$ cat src/rtl/core/yin_pkg.sv
// ----------------------------------------------------------------------------
// yin_pkg
// Shared types and constants of the YIN pitch detector.
// ----------------------------------------------------------------------------
package yin_pkg;

	localparam int SAMPLE_BITS = 16;
	localparam int DIFF_W      = 46;
	localparam int ENERGY_W    = 42;
	localparam int NORM_W      = 18;
	localparam int CNT_W       = 14;
	localparam int CFG_W       = 30;
	localparam int QB_W        = 5;
	localparam int QUOT_W      = 20;
	localparam int LAGS_W      = 22;

	localparam logic [2:0] REG_SAMPLE_RATE   = 3'd0;
	localparam logic [2:0] REG_FRAME_LENGTH  = 3'd1;
	localparam logic [2:0] REG_THRESHOLD     = 3'd2;
	localparam logic [2:0] REG_LAG_MIN       = 3'd3;
	localparam logic [2:0] REG_LAG_MAX       = 3'd4;
	localparam logic [2:0] REG_SILENCE_LEVEL = 3'd5;

	localparam logic [DIFF_W-1:0]   DIFF_CAP   = '1;
	localparam logic [ENERGY_W-1:0] ENERGY_CAP = '1;
	localparam logic [NORM_W-1:0]   NORM_CAP   = '1;
	localparam logic [NORM_W-1:0]   NORM_ONE   = 18'd65536;

	localparam logic [QB_W-1:0] QB_NORM   = 5'd18;
	localparam logic [QB_W-1:0] QB_INTERP = 5'd20;
	localparam logic [QB_W-1:0] QB_PITCH  = 5'd16;

	typedef struct packed {
		logic signed [SAMPLE_BITS-1:0] sample;
		logic                          last_sample;
	} item_t;

	typedef struct packed {
		logic [15:0] pitch_q4;
		logic [17:0] lag_q8;
		logic        silent;
		logic        below_threshold;
	} result_t;

	typedef struct packed {
		logic [17:0] sample_rate;
		logic [11:0] frame_length;
		logic [15:0] threshold_q16;
		logic [9:0]  lag_min;
		logic [10:0] lag_max;
		logic [29:0] silence_level;
	} cfg_t;

	localparam cfg_t CFG_RESET = '{
		sample_rate:   18'd44100,
		frame_length:  12'd2048,
		threshold_q16: 16'd6554,
		lag_min:       10'd44,
		lag_max:       11'd882,
		silence_level: 30'd0
	};

	typedef struct packed {
		logic [CNT_W-1:0]    n;
		logic [ENERGY_W-1:0] energy;
	} frame_desc_t;

	typedef struct packed {
		logic                          we;
		logic [CNT_W-1:0]              addr;
		logic signed [SAMPLE_BITS-1:0] data;
	} frame_wr_t;

endpackage

$ cat src/rtl/core/yin_front.sv
// ----------------------------------------------------------------------------
// yin_front
// Sample intake: frame store writes, sample count, saturating energy sum.
// ----------------------------------------------------------------------------
module yin_front #(
	parameter int FRAME_MAX = 2048
) (
	input  logic                 clk,
	input  logic                 arst_n,
	input  logic                 accept,
	input  yin_pkg::item_t       item,
	input  logic [11:0]          frame_length,
	output yin_pkg::frame_wr_t   wr,
	output logic                 push,
	output yin_pkg::frame_desc_t desc
);
	import yin_pkg::*;

	localparam int FW = $clog2(FRAME_MAX + 1);

	logic [FW-1:0]            count_q, count_nx, cap;
	logic [ENERGY_W-1:0]      energy_q, energy_nx;
	logic signed [2*SAMPLE_BITS-1:0] sq;
	logic [ENERGY_W:0]        esum;
	logic                     room;

	always_comb begin
		if (frame_length == 12'd0) begin
			cap = FW'(1);
		end else if (int'(frame_length) > FRAME_MAX) begin
			cap = FW'(FRAME_MAX);
		end else begin
			cap = FW'(frame_length);
		end
		room = count_q < cap;
		sq   = item.sample * item.sample;
		esum = (ENERGY_W+1)'(energy_q) + (ENERGY_W+1)'(unsigned'(sq));
		if (room) begin
			count_nx  = count_q + FW'(1);
			energy_nx = (esum > (ENERGY_W+1)'(ENERGY_CAP)) ? ENERGY_CAP : esum[ENERGY_W-1:0];
		end else begin
			count_nx  = count_q;
			energy_nx = energy_q;
		end
	end

	assign wr.we       = accept && room;
	assign wr.addr     = CNT_W'(count_q);
	assign wr.data     = item.sample;
	assign push        = accept && item.last_sample;
	assign desc.n      = CNT_W'(count_nx);
	assign desc.energy = energy_nx;

	always_ff @(posedge clk or negedge arst_n) begin
		if (!arst_n) begin
			count_q  <= '0;
			energy_q <= '0;
		end else if (accept) begin
			if (item.last_sample) begin
				count_q  <= '0;
				energy_q <= '0;
			end else begin
				count_q  <= count_nx;
				energy_q <= energy_nx;
			end
		end
	end

endmodule

$ cat config.mk
export PLATFORM = sky130hd
export DESIGN_NAME = yin_front
export DESIGN_NICKNAME = d
export VERILOG_FILES = /design/src/rtl/core/yin_pkg.sv /design/src/rtl/core/yin_front.sv
export SDC_FILE = /design/constraint.sdc
export NUM_CORES = 1
export LEC_CHECK = 0
export BUFFER_PORTS_ARGS = -buffer_cell sky130_fd_sc_hd__buf_2
export CAP_MARGIN = 20
export CORE_UTILIZATION = 51
export CTS_BUF_LIST = sky130_fd_sc_hd__clkbuf_4 sky130_fd_sc_hd__clkbuf_8 sky130_fd_sc_hd__clkbuf_16
export CTS_CLUSTER_DIAMETER = 200
export DETAILED_ROUTE_END_ITERATION = 8
export GPL_TIMING_DRIVEN = 0
export PLACE_DENSITY = 0.81
export SLEW_MARGIN = 0
export SYNTH_ARGS = -nofsm -noshare
export SYNTH_HDL_FRONTEND = slang
export SYNTH_SLANG_ARGS = --single-unit
$ cat constraint.sdc
create_clock -name clk -period 17.05 [get_ports clk]
set_clock_uncertainty 0.2 [all_clocks]
set_input_delay 0.8525 -clock clk [delete_from_list [all_inputs] [get_ports clk]]
set_output_delay 0.8525 -clock clk [all_outputs]
set_load 0.02 [all_outputs]
==> results by group, run 1 <==
Worst setup path
  • Critical Path AT: 10.91 ns
  • Delay of the slowest critical-path stage: 0.64 ns
  • CP max-delay cell: clkbuf_1
  • Crit-path leading delay family: adder cells
  • Required time of the critical path: 16.00 ns
  • Worst setup SP type: input pin
  • Crit path capture type: output port
  • Critical path fanouts, max: 10
  • Buf/Inv on CP: 10
  • R2R setup slack: 13.14 ns
  • Setup Crit Path Kind: in -> out

Clock network
  • CTS tree: yes
  • CTS Root Cell: clkbuf_16
  • Post-CTS Setup Repair Bufs: 0
  • Reg clk slew, reported paths: 0.07 ns
  • Worst-skew pair later-pin latency: 0.30 ns
  • TritonCTS buffer count: 5
  • Clk sinks: 54
  • CTS Buffer Depth: 2
  • Htree depth: 2
  • # hold bufs at CTS: 0
  • # resized after CTS: 0

Synthesis
  • Most common flop cell mapped by yosys: dfrtp_1
  • Mean Syn Cell Area: 8.54 sq um
  • Yosys warns: 0
  • Sequential element share of the synthesized area: 9.39%
  • Post-synth EDFFs: 0
  • Cell Area, Synth: 14400 sq um
  • Post-synthesis cell count: 1685
  • Count of different cell masters after synthesis: 77
  • Synth async-reset ratio: 100%
  • FF+latch count, synth: 54

Timing
  • Max Fclk: 0.0836 GHz
  • Setup violations, final: 0
  • Worst Max-Slew Pin Slew: 0.856 ns
  • Final TNS setup: 0 ns
  • Minimum clock period: 11.96 ns
  • Final max-slew violation count: 0
  • Slew HR: 42.9%
  • RSZ-0062 raised after global routing: false
  • Final hold violations: 0
  • Final period util: 70.2%

Cells and area
  • Synth-to-Final Area Change: 8.45%
  • Antenna Cells: 0
  • Ratio of cells with drive above 1 in the final layout: 9.51%
  • Fin area: 15600 sq um
  • Fillers: 2480
  • Final Util: 56.2%
  • Fin nets: 2209

Drt
  • Met3 wire len: 2290 um
  • Routed vias: 12100
  • Post-Route WL: 36900 um
  • Wl on met1: 15100 um
  • Via density: 5.51
  • Wirelength per Cell: 16.9 um
  • Met2 WL: 18300 um
  • Top layer reached by signal wires: met4
  • DR DRC count: 0
  • Drt pass-1 iters: 5
  • Iteration-0 DRC Markers: 789
  • Final ANT Viol Nets: 0

GRT
  • Overall routing resource usage: 26.8%
  • First-pass GRT wire length: 61300 um
  • Largest net degree at the start of global routing: 35
  • GR Overflow Total: 0
  • Antenna violations before repair: 0
  • Vias in the first global route: 12400

Floorplan
  • Core area: 27800 sq um
  • I/O pin count: 120
  • Die area: 28900 sq um
  • Die Height: 170 um
  • Initial Util: 51.8%
  • Die Width: 170 um
  • FP Rows: 61

Place
  • IO buf count: 112
  • Dpl hpwl: 31000 um
  • Area after DPL: 15400 sq um
  • Gpl congestion: 0.949

Hold path
  • HP Class: in -> async

Status
  • Status: complete, no violations

Flow run
  • Max-cap violations: 0
[routing by layer]
metal / GRT usage (%) / vias to the layer above
met3: 3.47 / 88
met4: 10.3 / 0
met1: 34.2 / 5957
li1: - / 5589
met2: 46.1 / 419
met5: 0 / -
[cells by family after synthesis]
group | count (synthesis) | synth area share, %
AO/OA/AOI/OAI | 312 | 14.6
XOR/XNOR | 81 | 4.98
adder cells (fa/ha/maj) | 369 | 44.6
buffers and inverters | 454 | 12.5
flip-flops | 54 | 9.39
multiplexers | 7 | 0.557
other | 1 | 0.0261
AND/OR/NAND/NOR | 407 | 13.3
[final timing paths]
kind | start | endpoint | cells past startpoint
hold reg to reg | energy_q[31] | energy_q[31] | 2
max in group asynchronous | arst_n | energy_q[8] | 2
setup reg to reg | energy_q[0] | energy_q[27] | 12
min in group clk | energy_q[31] | energy_q[31] | 2
hold / removal | arst_n | energy_q[37] | 1
setup / recovery | item[2] | desc[33] | 36
[layout by cell type (no fill, tap or decap), types with 4 or more instances in the layout]
| cell | n |
|---|---|
| nor2_1 | 103 |
| a31oi_1 | 38 |
| or3_1 | 6 |
| nand2_1 | 147 |
| and2_1 | 49 |
| a21oi_1 | 78 |
| nand3_1 | 22 |
| buf_2 | 120 |
| a21o_1 | 23 |
| o211ai_1 | 9 |
| nand2b_1 | 8 |
| nor4_1 | 4 |
| o21ai_0 | 49 |
| nor2b_1 | 8 |
| a211oi_1 | 7 |
| inv_1 | 374 |
| o21ai_1 | 5 |
| o21a_1 | 10 |
| dfrtp_1 | 54 |
| xnor2_1 | 57 |
| nor3_1 | 16 |
| conb_1 | 4 |
| o21bai_1 | 16 |
| a211o_1 | 6 |
| buf_4 | 21 |
| xor2_1 | 23 |
| and3_1 | 14 |
| ha_1 | 130 |
| nand4_1 | 15 |
| clkbuf_1 | 45 |
| buf_1 | 4 |
| a22o_1 | 26 |
| o31ai_1 | 4 |
| clkbuf_16 | 5 |
| a31o_2 | 4 |
| fa_1 | 239 |
[metrics by stage]
stage / instances / hold WS [ns] / worst slack [ns]
5_1_grt: 2187 / 0.343 / 4.67
2_1_floorplan: 1688 / 0.278 / 7.26
3_3_place_gp: 2178 / 0.293 / 5.26
3_5_place_dp: 2179 / 0.322 / 5.24
4_1_cts: 2187 / 0.334 / 5.17
6_report: 2187 / 0.318 / 5.09
[cell usage after synthesis, types with 10 or more instances]
master / instances / area, sq um
and2_1: 49 / 307
and3_1: 14 / 87.6
nand2_1: 147 / 552
a21o_1: 23 / 173
o21a_1: 10 / 75.1
nor2_1: 103 / 387
dfrtp_1: 54 / 1350
a31oi_1: 38 / 238
xor2_1: 23 / 201
inv_1: 374 / 1400
nand4_1: 15 / 93.8
clkbuf_1: 45 / 169
buf_4: 21 / 158
a21oi_1: 78 / 390
a22o_1: 26 / 228
nand3_1: 22 / 110
o21bai_1: 16 / 120
fa_1: 239 / 4780
xnor2_1: 57 / 499
o21ai_0: 49 / 245
nor3_1: 16 / 80.1
ha_1: 130 / 1630
[cell type report]
type | count | area (sq um) | share of cell area, %
buffer | 79 | 393 | 2.52
sequential | 54 | 1350 | 8.66
timing repair buffer | 113 | 581 | 3.72
multi-input combinational | 1180 | 11200 | 72.1
clock buffer | 6 | 139 | 0.890
inverter | 375 | 1410 | 9.02
tap | 378 | 473 | 3.03
clock inverter | 2 | 12.5 | 0.0802
[state kept, by name, summed over array words and instances, names as in the netlist]
signal and count:
energy_q 42, count_q 12
[worst register-to-register path, stage by stage (launching register included)]
cell and delay [ns]:
dfrtp_1 0.41, ha_1 0.22, ha_1 0.23, a211oi_1 0.31
o21ai_1 0.14, a21oi_1 0.36, o211a_1 0.34, o31ai_4 0.15
a31o_2 0.29, nand2_1 0.34, buf_2 0.35, a31oi_1 0.23
a22o_1 0.22
Power of run 1 is left out: the tool's default activity adds up to more than one toggle a clock period on the data nets, which glitch-free logic cannot reach.
==> run 2, diff against run 1 <==
PLACE_DENSITY = 0.83   (was 0.81)
clock period = 10.7 ns   (was 17.05 ns; I/O delays follow)
==> results by group, run 2 (same netlist as run 1, synthesis figures left out) <==
Status
  • Status: complete, no violations (unchanged)

Worst setup path
  • Required time of the critical path: 9.97 ns (was 16.00 ns)
  • Crit path capture type: output port (unchanged)
  • Setup Crit Path Kind: in -> out (unchanged)
  • CP Depth: 33 (was 36)
  • Delay of the slowest critical-path stage: 0.54 ns (was 0.64 ns)
  • R2R setup slack: 6.79 ns (was 13.14 ns)
  • Buf/Inv on CP: 8 (was 10)
  • Critical Path AT: 9.51 ns (was 10.91 ns)
  • Worst R2R Start: energy_q[7] (was energy_q[0])
  • Crit path capture: desc[21] (was desc[33])
  • Worst setup SP type: input pin (unchanged)
  • Critical path fanouts, max: 10 (unchanged)
  • CP max-delay cell: fa_1 (was clkbuf_1)
  • RR Endpoint: energy_q[37] (was energy_q[27])
  • Critical path startpoint: item[16] (was item[2])
  • Crit-path leading delay family: adder cells (unchanged)
  • R2R cell count: 11 (was 12)

Timing
  • Setup violations, final: 0 (unchanged)
  • Final period util: 95.8%
  • Max Fclk: 0.0976 GHz
  • Final TNS setup: 0 ns (unchanged)
  • Fin Hold WS: 0.331 ns (was 0.318 ns)
  • Slew HR: 49.7% (was 42.9%)
  • RSZ-0062 raised after global routing: false (unchanged)
  • Final hold violations: 0 (unchanged)
  • Final max-slew violation count: 0 (unchanged)
  • Worst Max-Slew Pin Slew: 0.750 ns (was 0.856 ns)
  • Minimum clock period: 10.25 ns

Place
  • Area after DPL: 15400 sq um (unchanged)
  • Placed Cells: 2179 (unchanged)
  • Gpl congestion: 0.961 (was 0.949)
  • IO buf count: 112 (unchanged)
  • Dpl hpwl: 30800 um (was 31000 um)

Cells and area
  • Fin area: 15700 sq um (was 15600 sq um)
  • Synth-to-Final Area Change: 8.85% (was 8.45%)
  • Biggest regs: energy_q (42), count_q (12) (unchanged)
  • Most flops, register: energy_q (unchanged)
  • Non-filler instance count after layout: 2185 (was 2187)
  • Antenna Cells: 0 (unchanged)
  • Most frequent cells in the layout: 373 x inv_1, 238 x fa_1, 146 x nand2_1, 130 x ha_1, 119 x buf_2 (was 374 x inv_1, 239 x fa_1, 147 x nand2_1, 130 x ha_1, 120 x buf_2)
  • Ratio of cells with drive above 1 in the final layout: 10.8% (was 9.51%)
  • Commonest non-fill, non-tap cell in the layout: inv_1 (unchanged)
  • Fillers: 2459 (was 2480)
  • Fin nets: 2207 (was 2209)
  • Largest register FFs: 42 (unchanged)

Drt
  • Post-Route WL: 36100 um (was 36900 um)
  • Final ANT Viol Nets: 0 (unchanged)
  • Iteration-0 DRC Markers: 809 (was 789)
  • Wirelength per Cell: 16.5 um (was 16.9 um)
  • Routed vias: 12100 (about the same)
  • DR DRC count: 0 (unchanged)
  • Via density: 5.52 (was 5.51)
  • Drt pass-1 iters: 5 (unchanged)

GRT
  • Largest net degree at the start of global routing: 40 (was 35)
  • Overall routing resource usage: 26.5% (was 26.8%)
  • Antenna violations before repair: 1 (was 0)
  • GR Overflow Total: 0 (unchanged)
  • Vias in the first global route: 12500 (was 12400)
  • First-pass GRT wire length: 61600 um (was 61300 um)

Floorplan
  • Die Width: 170 um (unchanged)
  • I/O pin count: 120 (unchanged)
  • Die Height: 170 um (unchanged)
  • Initial Util: 51.8% (unchanged)
  • FP Rows: 61 (unchanged)
  • Core area: 27800 sq um (unchanged)
  • Die area: 28900 sq um (unchanged)

Hold path
  • HP Class: reg -> reg (was in -> async)

Clock network
  • Worst-skew pair later-pin latency: 0.30 ns (about the same)
  • Clk sinks: 54 (unchanged)
  • CTS Buffer Depth: 2 (unchanged)
  • Htree depth: 2 (unchanged)
  • Reg clk slew, reported paths: 0.08 ns (was 0.07 ns)
  • TritonCTS buffer count: 5 (unchanged)
  • CTS tree: yes (unchanged)
  • CTS Root Cell: clkbuf_16 (unchanged)

Flow run
  • Max-cap violations: 0 (unchanged)
## run 2: timing repair
item / CTS / global route
resized for setup: 5 / 30
setup buffers: 0 / 3
setup endpoints to repair: 42 / 42
hold endpoints to repair: 15 / 0
hold buffers: 1 / 0
pin swaps: 0 / 0
## run 2: area by class of cell
class | count | area [sq um] | area share (%)
multi-input cells | 1180 | 11300 | 72.0
inverters | 375 | 1410 | 9.01
flip-flops and latches | 54 | 1350 | 8.63
repair buffers | 117 | 613 | 3.92
well taps | 378 | 473 | 3.02
plain buffers | 73 | 395 | 2.52
clock buffers | 5 | 125 | 0.799
clock inverters | 3 | 21.3 | 0.136
## run 2: through the flow
step / utilization (%) / setup slack, ns
4_1_cts: 56.1 / 0.0237
3_5_place_dp: 55.6 / -0.473
5_1_grt: 56.4 / 0.00617
3_3_place_gp: 55.5 / -0.414
6_report: 56.4 / 0.453
2_1_floorplan: - / 1.54
## run 2: routing by layer
| metal | track usage, % | share of wire (%) |
|---|---|---|
| met5 | 0 | 0.036 |
| met4 | 9.99 | 3.6 |
| met3 | 3.16 | 6.1 |
| met2 | 44.9 | 49 |
| met1 | 34.8 | 41 |
## run 2: how the worst min path moves through the flow
stage                 startpoint      endpoint  slack [ns]  depth (start not counted)
floorplan                 arst_n    count_q[0]        0.04                          0
global route        energy_q[25]  energy_q[25]        0.36                          1
finish              energy_q[25]  energy_q[25]        0.33                          1
detailed placement        arst_n  energy_q[32]        0.29                          1
CTS                 energy_q[25]  energy_q[25]        0.33                          1
global placement    energy_q[31]  energy_q[31]        0.29                          2
Power of run 2 is left out for the same reason.
