### src/rtl/core/yin_pkg.sv
// ----------------------------------------------------------------------------
// yin_pkg
// Shared types and constants of the YIN pitch detector.
// ----------------------------------------------------------------------------
package yin_pkg;

	localparam int SAMPLE_BITS = 16;
	localparam int DIFF_W      = 46;
	localparam int ENERGY_W    = 42;
	localparam int NORM_W      = 18;
	localparam int CNT_W       = 14;
	localparam int CFG_W       = 30;
	localparam int QB_W        = 5;
	localparam int QUOT_W      = 20;
	localparam int LAGS_W      = 22;

	localparam logic [2:0] REG_SAMPLE_RATE   = 3'd0;
	localparam logic [2:0] REG_FRAME_LENGTH  = 3'd1;
	localparam logic [2:0] REG_THRESHOLD     = 3'd2;
	localparam logic [2:0] REG_LAG_MIN       = 3'd3;
	localparam logic [2:0] REG_LAG_MAX       = 3'd4;
	localparam logic [2:0] REG_SILENCE_LEVEL = 3'd5;

	localparam logic [DIFF_W-1:0]   DIFF_CAP   = '1;
	localparam logic [ENERGY_W-1:0] ENERGY_CAP = '1;
	localparam logic [NORM_W-1:0]   NORM_CAP   = '1;
	localparam logic [NORM_W-1:0]   NORM_ONE   = 18'd65536;

	localparam logic [QB_W-1:0] QB_NORM   = 5'd18;
	localparam logic [QB_W-1:0] QB_INTERP = 5'd20;
	localparam logic [QB_W-1:0] QB_PITCH  = 5'd16;

	typedef struct packed {
		logic signed [SAMPLE_BITS-1:0] sample;
		logic                          last_sample;
	} item_t;

	typedef struct packed {
		logic [15:0] pitch_q4;
		logic [17:0] lag_q8;
		logic        silent;
		logic        below_threshold;
	} result_t;

	typedef struct packed {
		logic [17:0] sample_rate;
		logic [11:0] frame_length;
		logic [15:0] threshold_q16;
		logic [9:0]  lag_min;
		logic [10:0] lag_max;
		logic [29:0] silence_level;
	} cfg_t;

	localparam cfg_t CFG_RESET = '{
		sample_rate:   18'd44100,
		frame_length:  12'd2048,
		threshold_q16: 16'd6554,
		lag_min:       10'd44,
		lag_max:       11'd882,
		silence_level: 30'd0
	};

	typedef struct packed {
		logic [CNT_W-1:0]    n;
		logic [ENERGY_W-1:0] energy;
	} frame_desc_t;

	typedef struct packed {
		logic                          we;
		logic [CNT_W-1:0]              addr;
		logic signed [SAMPLE_BITS-1:0] data;
	} frame_wr_t;

endpackage

### src/rtl/core/yin_queue.sv
// ----------------------------------------------------------------------------
// yin_queue
// Two-entry queue of closed-frame descriptors between intake and analysis.
// ----------------------------------------------------------------------------
module yin_queue (
	input  logic                 clk,
	input  logic                 arst_n,
	input  logic                 push,
	input  yin_pkg::frame_desc_t wdata,
	input  logic                 pop,
	output yin_pkg::frame_desc_t head,
	output logic                 empty
);
	import yin_pkg::*;

	frame_desc_t entry_q [2];
	logic        rd_q, wr_q;
	logic [1:0]  cnt_q;

	assign empty = cnt_q == 2'd0;
	assign head  = entry_q[rd_q];

	always_ff @(posedge clk) begin
		if (push) begin
			entry_q[wr_q] <= wdata;
		end
	end

	always_ff @(posedge clk or negedge arst_n) begin
		if (!arst_n) begin
			rd_q  <= 1'b0;
			wr_q  <= 1'b0;
			cnt_q <= 2'd0;
		end else begin
			if (push) begin
				wr_q <= ~wr_q;
			end
			if (pop && !empty) begin
				rd_q <= ~rd_q;
			end
			case ({push, pop && !empty})
				2'b10:   cnt_q <= cnt_q + 2'd1;
				2'b01:   cnt_q <= cnt_q - 2'd1;
				default: cnt_q <= cnt_q;
			endcase
		end
	end

endmodule

### config.mk
export PLATFORM = sky130hd
export DESIGN_NAME = yin_queue
export DESIGN_NICKNAME = d
export VERILOG_FILES = /design/src/rtl/core/yin_pkg.sv /design/src/rtl/core/yin_queue.sv
export SDC_FILE = /design/constraint.sdc
export NUM_CORES = 1
export LEC_CHECK = 0
export BUFFER_PORTS_ARGS = -buffer_cell sky130_fd_sc_hd__clkbuf_2
export CORE_MARGIN = 2
export CORE_UTILIZATION = 53
export DETAILED_ROUTE_END_ITERATION = 8
export MAX_ROUTING_LAYER = met4
export PLACE_DENSITY = 0.8
export SKIP_LAST_GASP = 1
export SYNTH_ARGS = -nofsm -noshare
export SYNTH_HDL_FRONTEND = slang
export SYNTH_SLANG_ARGS = --single-unit
### constraint.sdc
create_clock -name clk -period 8.9 [get_ports clk]
set_input_delay 0 -clock clk [delete_from_list [all_inputs] [get_ports clk]]
set_output_delay 0 -clock clk [all_outputs]
set_load 0.005 [all_outputs]
==> summary.txt, run 1 <==
Clock tree
  • Clock slew at reported path FFs: approximately 0.050 ns
  • Sinks on Clock Net: 116
  • Total CTS buffers: 17
  • Resized cells post-CTS: 0
  • Longest Clk Path Bufs: 2
  • TritonCTS clock tree: yes
  • Worst-skew pair later-pin latency: 0.49 ns
  • CTS root buf: clkbuf_8
  • H-tree levels: 4

Die
  • CORE AREA: roughly 0.0081 sq mm
  • Io pins: 117
  • Die height: 94.5 um
  • Die W: between 90 and 100 um
  • Initial Util: 53.7%
  • Die area: 0.00894 sq mm
  • Rows: 33

Synth
  • Ranking of synthesized cells by area: edfxtp_1 (77%), mux2_4 (10%), mux2_2 (6.7%)
  • Gate Count Post-Synth: 190
  • Synthesized flop and latch total: 116
  • Part of the Yosys area used for sequential elements: 79.7%
  • Synth warnings: 0
  • Synth unique cells: 13
  • Syn_area_per_cell: 22.9 sq um
  • Synth area leader: edfxtp_1
  • Share of the synthesized area in the top cell type: 77.4%
  • Syn nets: roughly 250
  • Post-Syn Area: 0.00435 sq mm

Routing
  • DR pass1 iterations: 4
  • WL final: 8280 um
  • Via count: 2433
  • DR DRC count: 0
  • Drt wl/cell: 16.6 um
  • Vias per inst: 4.88
  • Antenna Nets Post-Route: 0
  • First DRT Iteration DRCs: 133

Run status
  • Status: finished clean

STA
  • Worst Clk Skew: around 0.0080 ns
  • Worst-margin pin slew: 0.938 ns
  • TNS Setup: 0 ns
  • RSZ-0062 raised after global routing: no
  • Endpoints failing setup: 0
  • Fin. max-slew vios: 0
  • Slew HR: 37.4%
  • Max Fclk: between 400 and 500 MHz
  • Final Cycle Share: approximately a quarter
  • Minimum clock period after layout: 2.11 ns
  • Final Hold Viols: 0

Global route
  • Congestion Overflow GR: 0
  • Total GRT Usage: 20.2%
  • Largest net degree at the start of global routing: 58
  • Vias in the first global route: around 2500
  • First-pass GRT wire length: 12300 um
  • Initial antenna violation count: 1

Place
  • Input/output buffers: 116
  • Hpwl dp: 4590 um
  • RD Place Congestion: 0.697

Worst setup path
  • Crit path depth: 2
  • Critical path peak fanout: 57
  • Crit path launch type: flip-flop
  • CP Data Arrival Time: 2.11 ns
  • WP buf/inv: 1
  • Cell Chain, Critical Path: mux2_2 > clkbuf_2
  • Worst EP required: 8.90 ns
  • R2r worst-path depth: 2
  • CP delay by family, top: flip-flops
  • Slowest cell delay on critical path: 1.05 ns
  • Setup CP Type: flip-flop to output port
  • Slowest-stage cell, CP: dfrtp_4
  • CP Capture Type: output port

Cells and area
  • Area Overhead vs Synth: 42.5%
  • Nets: around 440
  • Fillcell total: roughly 460
  • Share of cells above drive strength 1: between 50% and 60%

Power
  • Total power: 0.00189 W
  • VDD IR-drop max: 256 uV
  • Leakage: roughly 2.5 nW
  • Pwr/cell area: 305 mW/mm^2

Run
  • MaxCap Viol Count: 0

Min path
  • Hold depth: 2
  • Hold crit path type: input pin to flip-flop
## where the power goes
part	switching, W	leakage (nW)	internal [W]
Sequential	0.0000934	1.10	0.000728
Combinational	0.000168	1.13	0.000264
Clock	0.000216	0.276	0.000420
## Yosys cell counts
library cell,instances
edfxtp_1,112
mux2_4,30
mux2_2,26
buf_6,4
dfrtp_1,4
nor2_1,3
xor2_1,3
buf_2,2
xnor2_1,2
and2_1,1
ha_1,1
inv_1,1
nor2b_1,1
## layout by cell type (no fill, tap or decap)
master         synthesis  routed
clkbuf_8               0       1
clkinvlp_4             0       1
diode_2                0       1
buf_4                  0       2
clkinv_2               0       5
xnor2_1                2       2
mux2_4                30      30
inv_1                  1       1
edfxtp_1             112     112
xor2_1                 3       3
nor2_4                 0       1
dfrtp_4                0       1
nor2_1                 3       2
mux2_2                26      26
ha_1                   1       1
clkbuf_16              0      16
dfrtp_1                4       3
clkinv_4               0       1
clkbuf_1               0       2
and2_2                 0       1
dlygate4sd3_1          0      60
clkbuf_2               0     116
nor2b_1                1       1
bufinv_16              0       3
clkinv_1               0       2
## logic make-up (layout without fill, tap and decap cells)
group                      after synthesis  after routing  synth area share, %
buffers and inverters                    7            210                 1.35
other                                    0              1                    0
and+or+nand+nor                          5              5                0.547
xor gates and xnor gates                 5              5                 1.01
adders and majority gates                1              1                0.288
muxes                                   56             56                 17.1
DFF                                    116            116                 79.7
## state kept, by name, indices dropped and copies added (netlist names)
| register | count |
|---|---|
| rd_q | 1 |
| cnt_q | 2 |
| entry_q | 112 |
| wr_q | 1 |
## what timing repair did
action / 4_1_cts / 5_1_grt
hold endpoints to repair: 118 / 0
endpoints found under the setup margin: 0 / 0
buffers inserted: 0 / 0
hold buffers: 60 / 0
## worst paths after layout
check                           startpoint              to  slack [ns]
worst max-delay path                  rd_q        head[45]        6.79
worst min-delay path             wdata[32]  entry_q[1][32]        0.24
worst max register to register        wr_q  entry_q[1][38]        6.97
worst min register to register    cnt_q[1]        cnt_q[1]        0.48
max in group asynchronous           arst_n            rd_q        8.29
min in group asynchronous           arst_n        cnt_q[1]        0.42
## cell type report
| cell class | instances | area [sq um] | share of cell area [%] |
|---|---|---|---|
| diodes | 1 | 2.50 | 0.0404 |
| clock buffers | 19 | 422 | 6.81 |
| clock inverters | 12 | 139 | 2.24 |
| inverters | 1 | 3.75 | 0.0606 |
| multi-input cells | 67 | 832 | 13.4 |
| flip-flops and latches | 116 | 3470 | 56.0 |
| well taps | 105 | 131 | 2.12 |
| repair buffers | 178 | 1200 | 19.3 |
## layer usage
layer	track usage (%)	up-vias	part of all wire [%]
li1	-	1133	-
met1	23.3	1179	40
met2	32.9	110	52
met3	7.26	11	6.8
met4	7.13	0	1.3
met5	-	-	0
## stage by stage
stage          hold slack [ns]  worst slack, ns  cell area (sq um)  instances  util, %
6_report                 0.237             6.79               6190        499     76.5
5_1_grt                  0.212             6.69               6190        499     76.5
4_1_cts                  0.203             6.75               6190        498     76.5
3_5_place_dp            -0.185             7.01               5030        407     62.2
3_3_place_gp            -0.191             7.02               5030        407     62.2
2_1_floorplan           -0.296             5.70               4350        190        -
Power figures use the tool's default switching activity.
==> inputs of run 2 (changes only) <==
--- a/config.mk
+++ b/config.mk
@@ -7,10 +7,10 @@
 export LEC_CHECK = 0
 export BUFFER_PORTS_ARGS = -buffer_cell sky130_fd_sc_hd__clkbuf_2
 export CORE_MARGIN = 2
-export CORE_UTILIZATION = 53
+export CORE_UTILIZATION = 47
 export DETAILED_ROUTE_END_ITERATION = 8
 export MAX_ROUTING_LAYER = met4
-export PLACE_DENSITY = 0.8
+export PLACE_DENSITY = 0.75
 export SKIP_LAST_GASP = 1
 export SYNTH_ARGS = -nofsm -noshare
 export SYNTH_HDL_FRONTEND = slang
==> constraint.sdc (replaced) <==
create_clock -name clk -period 1.9 [get_ports clk]
set_input_delay 0 -clock clk [delete_from_list [all_inputs] [get_ports clk]]
set_output_delay 0 -clock clk [all_outputs]
set_load 0.005 [all_outputs]
==> run 2 against run 1 <==
Net effect:
- clock power grew to 4.9 times the previous value
- total power grew to 4.8 times the previous value
- wire length shrank 5.5%
- clock skew is essentially flat
- via count shrank 1.0%
- cell area grew 1.8%
- core utilization shrank 7.3 points
- sequential power grew to 4.3 times the previous value
- global-route usage shrank 3.1 points
- worst setup slack lost 6.6 ns
- flip-flop and latch count is the same
- highest routed layer unchanged
==> summary.txt, run 2 (synthesized netlist as in run 1, its figures left out) <==
Worst setup path
  • Crit path depth: 3
  • Setup CP Type: flip-flop to output port
  • CP delay by family, top: flip-flops
  • WP buf/inv: 2
  • R2r worst-path depth: 5
  • Flop2flop setup slack: 0.39 ns
  • CP Data Arrival Time: around 1.7 ns
  • Critical path peak fanout: 12
  • R2R Path End: cnt_q[1]
  • Crit path launch type: flip-flop
  • Slowest cell delay on critical path: around 0.46 ns
  • Slowest-stage cell, CP: dfrtp_4
  • Worst EP required: 1.90 ns
  • CP Capture Type: output port
  • Reg-to-reg startpoint: cnt_q[0]
  • Cell Chain, Critical Path: buf_4 > mux2_2 > clkbuf_2

Routing
  • WL final: between 7000 and 8000 um
  • DR pass1 iterations: 4
  • Drt wl/cell: 15.3 um
  • First DRT Iteration DRCs: ~100
  • Via count: 2408
  • Vias per inst: 4.71
  • Antenna Nets Post-Route: 0
  • DR DRC count: 0

Cells and area
  • Layout Cells excl Fill: 511
  • Biggest regs: entry_q: 112 flops, cnt_q: 2 flops
  • Antenna Cells: 0
  • Most flop-heavy register: entry_q
  • Most frequent cells in the layout: clkbuf_2 (116), edfxtp_1 (112), dlygate4sd3_1 (60), mux2_4 (30), mux2_2 (26)
  • Fillcell total: 613
  • Max reg flops: about 110
  • Area Overhead vs Synth: 45.1%
  • Most common cell after layout, fill and taps aside: clkbuf_2
  • Final core occ: 69.2%
  • Share of cells above drive strength 1: a little over half
  • Nets: between 400 and 500

STA
  • Fin. max-slew vios: 0
  • Hold WS: 0.232 ns
  • RSZ-0062 raised after global routing: no
  • Worst-margin pin slew: 0.280 ns
  • Final Cycle Share: 88.0%
  • Max Fclk: 598 MHz
  • Endpoints failing setup: 0
  • Minimum clock period after layout: 1.67 ns
  • Worst Clk Skew: 0.00810 ns
  • Slew HR: 81.3%
  • Final Hold Viols: 0
  • TNS Setup: 0 ns

Min path
  • Hold crit path type: input pin to flip-flop
  • Hold depth: 2
  • Worst Hold Path EP: entry_q[1][25]
  • Hold wc startpoint: wdata[25]

Clock tree
  • TritonCTS clock tree: yes
  • Longest Clk Path Bufs: 2
  • Worst-skew pair later-pin latency: 0.49 ns
  • Total CTS buffers: 17
  • Sinks on Clock Net: approximately 120
  • Clock slew at reported path FFs: 0.06 ns
  • CTS root buf: clkbuf_8
  • Resized cells post-CTS: 0
  • H-tree levels: 4

Global route
  • Vias in the first global route: 2523
  • First-pass GRT wire length: around 12000 um
  • GRT Max-Usage Layer: met2
  • Total GRT Usage: 17.1%
  • Met3 usage: 5.71%
  • Met2 usage: 29.2%
  • Met1 Track Usage GR: 19.1%
  • Largest net degree at the start of global routing: 40
  • Initial antenna violation count: 0
  • Congestion Overflow GR: 0

Power
  • Total power: 0.00910 W
  • VDD IR-drop max: 1000 uV
  • Leakage: about 2.6 nW
  • Pwr/cell area: 1440 mW/mm^2

Run status
  • Status: finished clean

Die
  • Die height: 100 um
  • Die area: 0.0100 sq mm
  • CORE AREA: 0.00911 sq mm
  • Rows: 35
  • Initial Util: 47.7%
  • Die W: 100 um
  • Io pins: 117

Place
  • Input/output buffers: ~120
  • RD Place Congestion: 0.622
  • Inst Count DP: 417
  • Hpwl dp: about 4500 um

Run
  • MaxCap Viol Count: 0
-- run 2: cell types whose count changed in the layout (fill, tap and decap cells not counted), sizes merged --
cell | previous run | this run
diode | 1 | 0
clkinv | 8 | 9
bufinv | 3 | 4
buf | 2 | 8
clkinvlp | 1 | 0
-- run 2: what timing repair did --
action,4_1_cts,5_1_grt
buffers inserted,2,0
endpoints found under the setup margin,31,0
hold buffers,60,0
endpoints found under the hold margin,119,0
-- run 2: area by class of cell --
cell class / instances / area [sq um] / share of cell area (%)
Multi-Input combinational cell: 67 / 832 / 13.2
Sequential cell: 116 / 3470 / 55.0
Timing Repair Buffer: 184 / 1280 / 20.3
Tap cell: 111 / 139 / 2.20
Clock buffer: 19 / 422 / 6.69
Clock inverter: 13 / 164 / 2.60
Inverter: 1 / 3.75 / 0.0595
-- run 2: worst register-to-register path: stages, from the launching register on --
cell	delay, ns
dfrtp_1	0.41
nor2_1	0.21
nor2b_1	0.13
ha_1	0.32
nor2_1	0.18
xor2_1	0.19
-- run 2: how the worst max path moves through the flow --
stage	startpoint	slack, ns	end
4_1_cts	rd_q	0.19	head[49]
5_1_grt	rd_q	0.15	head[49]
3_5_place_dp	rd_q	0.48	head[49]
6_report	rd_q	0.23	head[49]
3_3_place_gp	rd_q	0.49	head[49]
2_1_floorplan	wr_q	0.25	entry_q[0][0]
-- run 2: layer usage --
metal	share of wire, %	vias to the layer above
met5	0	-
met4	0.88	0
met3	4.7	9
met2	53	77
met1	41	1174
li1	-	1148
-- run 2: stage by stage --
step,cell area [sq um],worst slack [ns]
floorplan,4350,0.248
global placement,5100,0.486
detailed placement,5100,0.476
CTS,6310,0.185
global route,6310,0.148
finish,6310,0.228
-- run 2: where the power goes --
group	internal, W	switching, W	total [W]	leakage [nW]
logic	0.00134	0.00106	0.00240	1.18
registers	0.00341	0.000156	0.00357	1.10
clock network	0.00210	0.00103	0.00313	0.289
==> inputs of run 3 (changes only) <==
--- a/config.mk
+++ b/config.mk
@@ -6,11 +6,13 @@
 export NUM_CORES = 1
 export LEC_CHECK = 0
 export BUFFER_PORTS_ARGS = -buffer_cell sky130_fd_sc_hd__clkbuf_2
+export CELL_PAD_IN_SITES_DETAIL_PLACEMENT = 0
+export CELL_PAD_IN_SITES_GLOBAL_PLACEMENT = 1
 export CORE_MARGIN = 2
-export CORE_UTILIZATION = 47
+export CORE_UTILIZATION = 40
 export DETAILED_ROUTE_END_ITERATION = 8
 export MAX_ROUTING_LAYER = met4
-export PLACE_DENSITY = 0.75
+export PLACE_DENSITY_LB_ADDON = 0.1
 export SKIP_LAST_GASP = 1
 export SYNTH_ARGS = -nofsm -noshare
 export SYNTH_HDL_FRONTEND = slang
==> run 3 against run 2 <==
Net effect:
- first-iteration DRC count shrank 17%
- critical path depth did not move
- non-clock buffer count is 2 lower
- worst setup slack got worse by 0.054 ns
- sequential power barely moved
- wire length shrank 1.6%
- highest routed layer unchanged
==> summary.txt, run 3 (synthesized netlist as in run 1, its figures left out) <==
Run status
  • Status: finished clean

Place
  • RD Place Congestion: 0.687
  • Input/output buffers: 116

Routing
  • DR pass1 iterations: 4
  • Via count: 2405
  • Vias per inst: 4.47
  • First DRT Iteration DRCs: 86
  • WL final: around 7700 um
  • Antenna Nets Post-Route: 0
  • Drt wl/cell: 14.3 um
  • DR DRC count: 0

Clock tree
  • Total CTS buffers: 17
  • Resized cells post-CTS: 0
  • Worst-skew pair later-pin latency: a little over 0.5 ns
  • H-tree levels: 4
  • Longest Clk Path Bufs: 2
  • Clock slew at reported path FFs: 0.05 ns
  • Setup bufs post-CTS: 0
  • TritonCTS clock tree: yes
  • Sinks on Clock Net: 116
  • CTS root buf: clkbuf_8

Worst setup path
  • Slowest-stage cell, CP: dfrtp_2
  • Flop2flop setup slack: 0.54 ns
  • Setup CP Type: flip-flop to output port
  • CP Data Arrival Time: 1.73 ns
  • CP Capture Type: output port
  • Cell Chain, Critical Path: buf_12 > mux2_2 > clkbuf_2
  • Slowest cell delay on critical path: 0.38 ns
  • Crit path launch type: flip-flop
  • R2R Path End: entry_q[1][42]
  • Worst EP required: 1.90 ns
  • Reg-to-reg startpoint: wr_q
  • Critical path peak fanout: 46
  • R2r worst-path depth: 2

Power
  • Total power: 0.00866 W
  • Flop pwr share: 40.9%
  • Clock power share: about a third
  • Internal power: 0.00647 W
  • Psw: 0.00219 W
  • Switching share of total power: 25.3%
  • Pwr/cell area: 1380 mW/mm^2
  • Combinational share of power: 27.4%
  • Leakage: 2.52 nW
  • VDD IR-drop max: between 800 and 900 uV

Cells and area
  • Most frequent cells in the layout: clkbuf_2 (116), edfxtp_1 (112), dlygate4sd3_1 (60), mux2_4 (30), mux2_2 (26)
  • Area Overhead vs Synth: 43.9%
  • Fillcell total: approximately 850
  • Most flop-heavy register: entry_q
  • Final core occ: 58.5%
  • Antenna Cells: 0
  • Share of cells above drive strength 1: 52.0%
  • Nets: about 450
  • Max reg flops: 112
  • Most common cell after layout, fill and taps aside: clkbuf_2
  • Biggest regs: entry_q: 112 flops, cnt_q: 2 flops

Die
  • Die height: 108 um
  • Die W: between 100 and 150 um
  • Io pins: between 100 and 150
  • Rows: 38
  • CORE AREA: 0.0107 sq mm
  • Die area: between 0.01 and 0.015 sq mm
  • Initial Util: 40.6%

STA
  • Minimum clock period after layout: 1.73 ns
  • Fin. max-slew vios: 0
  • RSZ-0062 raised after global routing: no
  • Max Fclk: about 580 MHz
  • Worst Clk Skew: 0.00814 ns
  • Slew HR: 69.6%
  • Endpoints failing setup: 0
  • TNS Setup: 0 ns
  • Final Hold Viols: 0
  • Worst-margin pin slew: 0.456 ns
  • Final Cycle Share: 90.8%

Run
  • MaxCap Viol Count: 0

Global route
  • Vias in the first global route: 2467
  • Largest net degree at the start of global routing: 47
  • First-pass GRT wire length: 11600 um
  • Initial antenna violation count: 0
  • Congestion Overflow GR: 0
  • Total GRT Usage: 14.2%

Min path
  • Hold wc startpoint: wdata[10]
  • Hold crit path type: input pin to flip-flop
  • Hold depth: 2
  • Worst Hold Path EP: entry_q[1][10]
-- run 3: changes by cell type in the layout (fill, tap and decap cells not counted), moves of 3 or more --
cell	before	now
clkbuf_1	2	5
clkbuf_8	1	6
clkinv_1	4	1
bufinv_16	4	0
-- run 3: what timing repair did --
item,in CTS,in global routing
hold buffers,60,0
setup endpoints to repair,0,0
endpoints found under the hold margin,126,0
-- run 3: power groups by stage --
stage	Sequential, W	Clock (W)	Combinational, W
after global routing	0.00358	0.00293	0.00259
after floorplan	0.00356	0	0.00149
after global placement	0.00357	0	0.00234
after detailed placement	0.00359	0	0.00234
after CTS	0.00354	0.00281	0.00244
final	0.00354	0.00275	0.00237
-- run 3: worst max-delay path by stage --
stage	slack [ns]	startpoint	to	depth (start not counted)
floorplan	0.25	wr_q	entry_q[0][0]	1
CTS	0.13	rd_q	head[54]	3
global placement	0.54	wr_q	entry_q[1][27]	2
global route	0.08	rd_q	head[54]	3
finish	0.17	rd_q	head[54]	3
detailed placement	0.54	wr_q	entry_q[1][38]	2
-- run 3: through the flow --
stage                     setup WS (ns)  hold slack [ns]  cell area (sq um)  cells
after CTS                         0.130            0.189               6250    538
after global placement            0.542           -0.183               5130    446
after detailed placement          0.538           -0.185               5130    446
after global routing             0.0847            0.200               6250    538
after floorplan                   0.248           -0.296               4350    190
final                             0.174            0.218               6250    538
-- run 3: final cells by class --
cell class	count	area [sq um]	share of cell area [%]
Clock buffer	27	502	8.02
Clock inverter	5	26.3	0.420
Inverter	1	3.75	0.0600
Multi-Input combinational cell	67	832	13.3
Sequential cell	116	3460	55.4
Tap cell	140	175	2.80
Timing Repair Buffer	182	1250	20.0
-- run 3: routing by layer --
| metal | up-vias | track usage, % | share of wire (%) |
|---|---|---|---|
| li1 | 1144 | - | - |
| met4 | 0 | 7.33 | 2.4 |
| met3 | 18 | 5.30 | 5.7 |
| met2 | 80 | 23.2 | 51 |
| met1 | 1163 | 15.2 | 41 |
| met5 | - | - | 0 |
-- run 3: worst max-delay path, delay by kind of cell, from the launching register on --
kind,cells,cell delay (ns)
buffers and inverters,2,0.44
flip-flops,1,0.38
multiplexers,1,0.38
